`src/sv/wcc_pkg.sv`:
```
// wcc_pkg: shared types and constants of the window co-occurrence counter
// op codes, controller state, response select and the command/status structs
// no dependencies
package wcc_pkg;

   localparam int OP_W    = 2;
   localparam int IDX_W   = 6;
   localparam int VALUE_W = 32;

   typedef enum logic [OP_W-1:0] {
      OP_TOKEN = 2'd0,
      OP_PAIR  = 2'd1,
      OP_MENT  = 2'd2
   } op_type;

   typedef enum logic [1:0] {
      SEL_ZERO,
      SEL_PAIR,
      SEL_MENT
   } sel_type;

   typedef enum logic [3:0] {
      ST_CLEAR,
      ST_IDLE,
      ST_EXEC,
      ST_POP_IDX,
      ST_MENT_WR,
      ST_CHECK,
      ST_PAIR_B,
      ST_PAIR_WB,
      ST_FINISH,
      ST_RD_WAIT,
      ST_RESP
   } state_type;

   typedef struct packed {
      logic    ready;
      logic    clear_step;
      logic    token_write;
      logic    slot_rd_oldest;
      logic    pop_latch;
      logic    ment_wr;
      logic    scan_start;
      logic    scan_next;
      logic    pair_rd_a;
      logic    pair_wr_a;
      logic    pair_rd_b;
      logic    pair_wr_b;
      logic    pop_finish;
      logic    read_pair;
      logic    read_ment;
      logic    load_rsp;
      sel_type rsp_sel;
      logic    rsp_popped;
   } cmd_type;

   typedef struct packed {
      logic            req_valid;
      logic [OP_W-1:0] op;
      logic            ni_ok;
      logic            pair_ok;
      logic            full;
      logic            oldest_valid;
      logic            hit;
      logic            scan_last;
      logic            clear_last;
      logic            out_busy;
   } status_type;

endpackage

```
`src/sv/wcc_ctrl.sv`:
```
// wcc_ctrl: sequencer of the co-occurrence counter
// drives the datapath by wcc_pkg::cmd_type, reads wcc_pkg::status_type
module wcc_ctrl (
   input  logic                clock,
   input  logic                reset,
   input  wcc_pkg::status_type st,
   output wcc_pkg::cmd_type    cmd
);
   import wcc_pkg::*;

   state_type state_ff, state_in;
   sel_type   sel_ff, sel_in;
   logic      popped_ff, popped_in;

   always_ff @(posedge clock) begin
      if (reset) begin
         state_ff  <= ST_CLEAR;
         sel_ff    <= SEL_ZERO;
         popped_ff <= 1'b0;
      end else begin
         state_ff  <= state_in;
         sel_ff    <= sel_in;
         popped_ff <= popped_in;
      end
   end

   // next state
   always_comb begin
      state_in = state_ff;
      case (state_ff)
         ST_CLEAR: begin
            if (st.clear_last) state_in = ST_IDLE;
         end
         ST_IDLE: begin
            if (st.req_valid) state_in = ST_EXEC;
         end
         ST_EXEC: begin
            case (st.op)
               OP_TOKEN: begin
                  if (!st.full)             state_in = ST_RESP;
                  else if (st.oldest_valid) state_in = ST_POP_IDX;
                  else                      state_in = ST_FINISH;
               end
               OP_PAIR: state_in = st.pair_ok ? ST_RD_WAIT : ST_RESP;
               OP_MENT: state_in = st.ni_ok ? ST_RD_WAIT : ST_RESP;
               default: state_in = ST_RESP;
            endcase
         end
         ST_POP_IDX: state_in = ST_MENT_WR;
         ST_MENT_WR: state_in = ST_CHECK;
         ST_CHECK: begin
            if (st.hit)            state_in = ST_PAIR_B;
            else if (st.scan_last) state_in = ST_FINISH;
         end
         ST_PAIR_B: state_in = ST_PAIR_WB;
         ST_PAIR_WB: state_in = st.scan_last ? ST_FINISH : ST_CHECK;
         ST_FINISH: state_in = ST_RESP;
         ST_RD_WAIT: state_in = ST_RESP;
         ST_RESP: begin
            if (!st.out_busy) state_in = ST_IDLE;
         end
         default: state_in = ST_CLEAR;
      endcase
   end

   // commands
   always_comb begin
      cmd            = '0;
      sel_in         = sel_ff;
      popped_in      = popped_ff;
      cmd.rsp_sel    = sel_ff;
      cmd.rsp_popped = popped_ff;
      case (state_ff)
         ST_CLEAR: cmd.clear_step = 1'b1;
         ST_IDLE:  cmd.ready = 1'b1;
         ST_EXEC: begin
            sel_in    = SEL_ZERO;
            popped_in = 1'b0;
            case (st.op)
               OP_TOKEN: begin
                  cmd.token_write = 1'b1;
                  if (st.full && st.oldest_valid) cmd.slot_rd_oldest = 1'b1;
               end
               OP_PAIR: begin
                  if (st.pair_ok) begin
                     cmd.read_pair = 1'b1;
                     sel_in        = SEL_PAIR;
                  end
               end
               OP_MENT: begin
                  if (st.ni_ok) begin
                     cmd.read_ment = 1'b1;
                     sel_in        = SEL_MENT;
                  end
               end
               default: sel_in = SEL_ZERO;
            endcase
         end
         ST_POP_IDX: cmd.pop_latch = 1'b1;
         ST_MENT_WR: begin
            cmd.ment_wr    = 1'b1;
            cmd.scan_start = 1'b1;
         end
         ST_CHECK: begin
            if (st.hit)             cmd.pair_rd_a = 1'b1;
            else if (!st.scan_last) cmd.scan_next = 1'b1;
         end
         ST_PAIR_B: begin
            cmd.pair_wr_a = 1'b1;
            cmd.pair_rd_b = 1'b1;
         end
         ST_PAIR_WB: begin
            cmd.pair_wr_b = 1'b1;
            if (!st.scan_last) cmd.scan_next = 1'b1;
         end
         ST_FINISH: begin
            cmd.pop_finish = 1'b1;
            sel_in         = SEL_ZERO;
            popped_in      = 1'b1;
         end
         ST_RD_WAIT: cmd.ready = 1'b0;
         ST_RESP: begin
            if (!st.out_busy) cmd.load_rsp = 1'b1;
         end
         default: cmd.ready = 1'b0;
      endcase
   end

endmodule

```
`config.mk`:
```
export PLATFORM = sky130hd
export DESIGN_NAME = wcc_ctrl
export DESIGN_NICKNAME = d
export VERILOG_FILES = /design/src/sv/wcc_pkg.sv /design/src/sv/wcc_ctrl.sv
export SDC_FILE = /design/constraint.sdc
export NUM_CORES = 1
export LEC_CHECK = 0
export BUFFER_PORTS_ARGS = -buffer_cell sky130_fd_sc_hd__buf_2
export CAP_MARGIN = 10
export CELL_PAD_IN_SITES_DETAIL_PLACEMENT = 1
export CELL_PAD_IN_SITES_GLOBAL_PLACEMENT = 1
export CORE_MARGIN = 1.5
export CORE_UTILIZATION = 34
export CTS_CLUSTER_DIAMETER = 120
export DETAILED_ROUTE_END_ITERATION = 12
export HOLD_SLACK_MARGIN = 0.03
export PLACE_DENSITY = 0.94
export SYNTH_ARGS = -nofsm -noshare
export SYNTH_HDL_FRONTEND = slang
export SYNTH_SLANG_ARGS = --single-unit
export TNS_END_PERCENT = 5
```
`constraint.sdc`:
```
create_clock -name clock -period 1.93 [get_ports clock]
set_input_delay 0.0965 -clock clock [delete_from_list [all_inputs] [get_ports clock]]
set_output_delay 0.0965 -clock clock [all_outputs]
set_load 0.01 [all_outputs]
```
==> flow_summary.json, run 1 <==
{
  "status": "finished clean",
  "worst_ep_required_time_ns": 1.83,
  "timing.critical_path.max_delay_family": "simple AND/OR/NAND/NOR gates",
  "power_leakage_nw": 0.442,
  "crit_arrival_ns": 1.72,
  "die-area_um2": 2440,
  "num-nets-final": 141,
  "share_of_post_route_cells_with_drive_strength_above_1_pct": 39.8,
  "critical_path.max_fanout": 16,
  "clk_latency_ns": 0.26,
  "yosysUniqueCellTypes": 39,
  "design.core.area_um2": 2000,
  "globalRoute.totalOverflow": 0,
  "cts_htree_levels": 1,
  "r2r_start": "state_ff[2]$_SDFFE_PP0P_",
  "first_pass_iters": 2,
  "slew_viol_final": 0,
  "syn-num-nets": 113,
  "yosysWarningCount": 0,
  "grt.total_usage_pct": 18.7,
  "timing.final.ws_setup_ns": 0.118,
  "critPathLaunchType": "flip-flop",
  "ys_seq_elements": 7,
  "timing.hold.worst.class": "in -> reg",
  "path_cells": "nand2b_4 -> nor3_2 -> and2_1 -> nor2b_1 -> buf_2",
  "detailedPlace.worstSlack_ns": 0.327,
  "grt_start_max_net_pins": 17,
  "grt_setup_unrepaired": "false",
  "worstRegToRegCells": 5,
  "clkSinkCount": 7,
  "max_cap_violations": 0,
  "wire_length_after_detailed_routing_um": 2090,
  "via_density": 5.13,
  "cp-end-kind": "primary output",
  "cts_tree": "done",
  "post_synth.cell_area_avg_um2": 7.62,
  "finalHoldViolations": 0,
  "whs_path_depth": 2,
  "floorplan.io_pins": 32,
  "normalized_max_slew_margin_pct": 64.7,
  "maxClockFrequency_mhz": 552,
  "cp.buffers_inverters": 1,
  "detail_route.drc_violations": 0,
  "dr.first_iter.drc_count": 4,
  "numPortBuffers": 31,
  "regToRegEndpoint": "state_ff[1]$_SDFFE_PP0P_",
  "antenna_found_initial": 0,
  "setup_viol": 0,
  "postSynthCellCount": 96,
  "period_needed_ns": 1.81,
  "initial_utilization_pct": 36.6,
  "areaGrowthSynthToFinish_pct": 20.7,
  "die_y_um": 49.4,
  "detailedPlacementHpwl_um": 1680,
  "critical_path_class": "reg -> out",
  "tns_ns": 0,
  "grt_pass1_wl_um": 3510,
  "numCtsBuffers": 3,
  "maximum_resistive_drop_on_vdd_v": 0.000311,
  "fin_worst_skew_ns": 0.000880,
  "clock_slew_at_the_register_clock_pins_of_the_worst_setup_and_hold_paths_ns": 0.06,
  "worst-slew-pin-transition_ns": 0.529,
  "dr_total_vias": 770,
  "hold_path_startpoint": "reset",
  "post_synth_instance_area_um2": 732,
  "placement_rows": 16,
  "root_buffer": "sky130_fd_sc_hd__clkbuf_4",
  "rrSetupSlack_ns": 0.31,
  "globalplace.congestion": 0.833,
  "ys_seq_area_share_pct": 19.1,
  "cpMaxStageDelayCell": "sky130_fd_sc_hd__dfxtp_1",
  "cpPeakStageDelay_ns": 0.65,
  "final_min_period_over_clock_period_pct": 93.9,
  "p_per_area_nw_per_um2": 692,
  "first_global_vias": 788,
  "floorplan.die.width_um": 49.4,
  "wl_per_cell_um": 14.0,
  "clk_path_buf_depth": 2,
  "hold_path_end": "state_ff[1]$_SDFFE_PP0P_",
  "antenna_cells_inserted": 0,
  "final_antenna_net_count": 0
}
## synthesized netlist by cell type, drive strengths merged
cell type | number | area [um^2]
o22ai | 1 | 6.26
a22oi | 2 | 20.0
a31o | 2 | 17.5
or3 | 1 | 6.26
and2b | 3 | 22.5
nor3 | 8 | 50.1
and2 | 1 | 6.26
nand3 | 2 | 10.0
o21ai | 3 | 15.0
a221oi | 1 | 8.76
nor4 | 1 | 12.5
or2b | 1 | 8.76
inv | 8 | 30.0
a21oi | 6 | 30.0
nand2 | 8 | 32.5
buf | 8 | 65.1
and3 | 2 | 12.5
a31oi | 1 | 6.26
nor2b | 1 | 6.26
nand4 | 2 | 12.5
nand2b | 5 | 53.8
dfxtp | 7 | 140
a211oi | 3 | 22.5
ha | 4 | 50.1
o31ai | 2 | 20.0
o2bb2ai | 1 | 15.0
a21boi | 1 | 7.51
nor2 | 11 | 43.8
## logic make-up (layout without fill, tap and decap cells)
kind of cell             after synthesis  after routing  synth area share [%]
AND/OR/NAND/NOR                       46             46                  38.0
adder cells (fa/ha/maj)                4              4                  6.84
flip-flops                             7              7                  19.1
buffers and inverters                 16             43                  13.0
AO/OA/AOI/OAI                         23             23                  23.1
## placed cells by master, fill, tap and decap left out, types with 2 or more instances in the layout
cell,synthesis,final
sky130_fd_sc_hd__and2b_1,3,3
sky130_fd_sc_hd__nor3_2,2,2
sky130_fd_sc_hd__nand2b_1,2,2
sky130_fd_sc_hd__ha_1,4,4
sky130_fd_sc_hd__dfxtp_1,7,6
sky130_fd_sc_hd__nand4_1,2,2
sky130_fd_sc_hd__and3_1,2,2
sky130_fd_sc_hd__nor3_1,6,6
sky130_fd_sc_hd__inv_1,7,7
sky130_fd_sc_hd__buf_2,1,31
sky130_fd_sc_hd__a211oi_1,3,3
sky130_fd_sc_hd__nand2b_4,3,3
sky130_fd_sc_hd__nand2_1,7,7
sky130_fd_sc_hd__o21ai_1,2,2
sky130_fd_sc_hd__nand3_1,2,2
sky130_fd_sc_hd__clkbuf_4,0,3
sky130_fd_sc_hd__nor2_1,10,10
sky130_fd_sc_hd__a21oi_1,6,6
## stage by stage
step	cell area (um^2)	power (mW)	hold WS (ns)	utilization [%]	std cells
floorplan	732	0.413	0.166	-	96
global placement	856	0.461	0.366	42.8	146
detailed placement	856	0.472	0.372	42.8	146
CTS	882	0.615	0.0985	44.1	150
global route	883	0.654	0.116	44.1	150
finish	883	0.612	0.0934	44.1	150
## sequential cells by signal, indices dropped and copies added (netlist names)
name,flops
state_ff,4
sel_ff,2
popped_ff,1
## metal layers
metal | track usage, % | routed length (um) | vias to the layer above
met3 | 1.84 | 110 | 4
met1 | 20.7 | 895 | 356
met4 | 11.1 | 43 | 0
met5 | 0 | 0 | -
met2 | 34.2 | 1040 | 24
li1 | - | - | 386
## how the worst max path moves through the flow
stage	from	end	slack, ns	cells past startpoint
2_1_floorplan	state_ff[0]$_SDFFE_PP0P_	state_ff[0]$_SDFFE_PP0P_	0.58	6
3_3_place_gp	state_ff[2]$_SDFFE_PP0P_	state_ff[1]$_SDFFE_PP0P_	0.42	5
3_5_place_dp	state_ff[2]$_SDFFE_PP0P_	state_ff[1]$_SDFFE_PP0P_	0.33	5
6_report	state_ff[2]$_SDFFE_PP0P_	cmd[15]	0.12	5
4_1_cts	state_ff[1]$_SDFFE_PP0P_	cmd[15]	0.07	5
5_1_grt	state_ff[2]$_SDFFE_PP0P_	cmd[15]	0.03	5
## repair_timing
| item | in CTS | in global routing |
|---|---|---|
| endpoints found under the setup margin | 0 | 1 |
| hold buffers | 0 | 0 |
| setup buffers | 0 | 0 |
| gates resized for setup | 0 | 1 |
## report_power, final
group	internal, mW	switching, mW
Combinational	0.123	0.142
Sequential	0.160	0.0467
Clock	0.0793	0.0599
Total	0.363	0.249
## final cells by class
type / count / area [um^2]
Inverter: 8 / 30.0
Multi-Input combinational cell: 73 / 497
Sequential cell: 7 / 141
Tap cell: 27 / 33.8
Clock buffer: 4 / 26.3
Fill cell: 286 / 1120
Timing Repair Buffer: 31 / 155
Power figures use the tool's default switching activity.
==> run 2: changes to the inputs <==
Settings changed: ABC_AREA set to 1, CORE_MARGIN 1.5 to not set, CORE_UTILIZATION 34 to 31.
==> run 2 against run 1 <==
Against the previous run:
- first-iteration DRC count is 75% higher
- combinational power is 70% higher
- via count is 4.2% higher
- count of clock-buffer cells in the layout stayed put
- clock power is 7% lower
- die area is 0.97% lower
- wire length is 3.8% lower
- critical endpoint is now cmd[16]
- global-route usage hardly changed
- clock skew is 0.0014 ns higher
==> flow_summary.json, run 2 <==
{
  "status": "finished clean",
  "p_per_area_nw_per_um2": 890,
  "rrSetupSlack_ns": 0.64,
  "timing.hold.worst.class": "in -> reg",
  "leading_cell_types_by_count_after_synthesis": "sky130_fd_sc_hd__nand2_1, sky130_fd_sc_hd__inv_1, sky130_fd_sc_hd__nor2_1",
  "synth-xor-area-share_pct": 0,
  "synth_top_cells_by_area": "sky130_fd_sc_hd__dfxtp_1, sky130_fd_sc_hd__nand2_1, sky130_fd_sc_hd__inv_1, sky130_fd_sc_hd__nand3_1, sky130_fd_sc_hd__nor2_1",
  "cts_tree": "done",
  "worst-slew-pin-transition_ns": 0.253,
  "yosysWarningCount": 0,
  "ys.flop_type": "sky130_fd_sc_hd__dfxtp_1",
  "clkSinkCount": 7,
  "clk_latency_ns": 0.24,
  "maxClockFrequency_mhz": 684,
  "numPortBuffers": 31,
  "clock_slew_at_the_register_clock_pins_of_the_worst_setup_and_hold_paths_ns": 0.05,
  "first_global_vias": 867,
  "detail_route.drc_violations": 0,
  "timing.final.ws_setup_ns": 0.469,
  "detailedPlacementHpwl_um": 1740,
  "floorplan.die.width_um": 49.2,
  "postLayoutCoreUtil_pct": 43.3,
  "grt_pass1_wl_um": 3660,
  "largest_register": "state_ff",
  "antenna_cells_inserted": 0,
  "maximum_resistive_drop_on_vdd_v": 0.000443,
  "worst_ep_required_time_ns": 1.83,
  "fin_worst_skew_ns": 0.00231,
  "design.core.area_um2": 2020,
  "dr_total_vias": 802,
  "postSynthCellCount": 117,
  "critical_path_class": "reg -> out",
  "clk_path_buf_depth": 2,
  "layout.cells.most_common": "sky130_fd_sc_hd__buf_2",
  "grt_setup_unrepaired": "false",
  "synth_top_family_by_area": "simple AND/OR/NAND/NOR gates",
  "floorplan.io_pins": 32,
  "wl_per_cell_um": 11.5,
  "final_min_period_over_clock_period_pct": 75.7,
  "normalized_max_slew_margin_pct": 83.1,
  "yosys.area.top_type": "sky130_fd_sc_hd__dfxtp_1",
  "cp-end-kind": "primary output",
  "max_cap_violations": 0,
  "post_cts.resized_instances": 0,
  "detailedPlace.worstSlack_ns": 0.644,
  "crit_arrival_ns": 1.36,
  "synth-edff-count": 0,
  "finalHoldViolations": 0,
  "final_antenna_net_count": 0,
  "finish.cell_count_without_fillers": 175,
  "synth_compound_area_share_pct": 6.90,
  "power_leakage_nw": 0.499,
  "filler_cell_count": 314,
  "postSynth.asyncResetShare_pct": 0,
  "globalplace.congestion": 0.910,
  "cts_htree_levels": 1,
  "ys_seq_elements": 7,
  "areaGrowthSynthToFinish_pct": 26.9,
  "post_synth.cell_area_avg_um2": 5.89,
  "num-nets-final": 166,
  "synth_largest_type_area_fraction_pct": 20.3,
  "wire_length_after_detailed_routing_um": 2010,
  "most_frequent_cell_after_synthesis": "sky130_fd_sc_hd__nand2_1",
  "yosysUniqueCellTypes": 16,
  "placement_rows": 16,
  "post_synth_instance_area_um2": 689,
  "placed_cells": 171,
  "via_density": 4.58,
  "holdBufCountCts": 0,
  "post_synth_mux_area_share_pct": 0,
  "largest_register_ff_count": 4,
  "reg.largest.list": "state_ff: 4 flops, sel_ff: 2 flops, popped_ff: 1 flops",
  "share_of_post_route_cells_with_drive_strength_above_1_pct": 34.5,
  "syn-num-nets": 134,
  "slew_viol_final": 0,
  "numCtsBuffers": 3,
  "dr.first_iter.drc_count": 7,
  "antenna_found_initial": 0,
  "cts.repair_timing.setup_buffer_count": 0,
  "tns_ns": 0,
  "synthSimpleGateAreaFrac_pct": 48.6,
  "grt_start_max_net_pins": 8,
  "globalRoute.totalOverflow": 0,
  "die-area_um2": 2420,
  "setup_viol": 0,
  "first_pass_iters": 4,
  "synthAdderAreaFrac_pct": 7.26,
  "root_buffer": "sky130_fd_sc_hd__clkbuf_4",
  "initial_utilization_pct": 34.1,
  "ys_seq_area_share_pct": 20.3,
  "die_y_um": 49.2,
  "period_needed_ns": 1.46,
  "mostFrequentLayoutCells": "sky130_fd_sc_hd__buf_2, sky130_fd_sc_hd__nand2_1, sky130_fd_sc_hd__inv_1, sky130_fd_sc_hd__nor2_1, sky130_fd_sc_hd__nand3_1",
  "critPathLaunchType": "flip-flop",
  "grt.total_usage_pct": 18.7,
  "critical_path.max_fanout": 6
}
## run 2: cell count changes in the layout (fill, tap and decap cells not counted), sizes merged, moves of 5 or more
cell / previous run / this run
inv: 8 / 23
nand2: 8 / 32
nand2b: 5 / 0
nand3: 2 / 12
nor2: 11 / 23
nor3: 8 / 2
## run 2: kinds of logic after synthesis
logic type,after synthesis
AO/OA/AOI/OAI,9
adder cells (fa/ha/maj),4
buffers and inverters,27
flip-flops,7
AND/OR/NAND/NOR,70
## run 2: routing by layer
metal / global-route usage [%] / wire length (um) / up-vias
li1: - / - / 415
met1: 23.8 / 901 / 372
met2: 34.0 / 1050 / 13
met3: 0.935 / 53 / 2
met4: 4.41 / 10 / 0
met5: 0 / 0 / -
## run 2: stage by stage
stage / area (um^2) / power [mW] / hold WS, ns
finish: 875 / 0.778 / 0.115
CTS: 875 / 0.789 / 0.109
floorplan: 689 / 0.522 / 0.166
global placement: 848 / 0.629 / 0.359
global route: 875 / 0.853 / 0.122
detailed placement: 848 / 0.655 / 0.365
## run 2: final timing paths
kind	startpoint	to	depth (start not counted)
max	state_ff[3]$_SDFFE_PP0P_	cmd[16]	6
min	reset	state_ff[3]$_SDFFE_PP0P_	2
max reg2reg	state_ff[3]$_SDFFE_PP0P_	sel_ff[0]$_SDFFE_PP0P_	7
min reg2reg	popped_ff$_SDFFE_PP0P_	popped_ff$_SDFFE_PP0P_	2
## run 2: layout make-up
cell class                 instances  area (um^2)  share of cell area, %
clock buffer                       4         26.3                   3.00
inverter                          23         86.3                   9.87
multi-input combinational         83          433                   49.5
sequential                         7          140                   16.0
tap                               27         33.8                   3.86
timing repair buffer              31          155                   17.7
## run 2: where the power goes
| part | internal (mW) | switching [mW] |
|---|---|---|
| clock network | 0.0787 | 0.0502 |
| logic | 0.155 | 0.297 |
| registers | 0.170 | 0.0276 |
| total | 0.404 | 0.375 |
## run 2: critical path, cell delays in order (launching register included)
cell                      delay [ns]
sky130_fd_sc_hd__dfxtp_1        0.37
sky130_fd_sc_hd__nor2_2         0.17
sky130_fd_sc_hd__inv_2          0.08
sky130_fd_sc_hd__nor2_4         0.15
sky130_fd_sc_hd__inv_2          0.11
sky130_fd_sc_hd__nor2_1         0.10
sky130_fd_sc_hd__buf_2          0.13
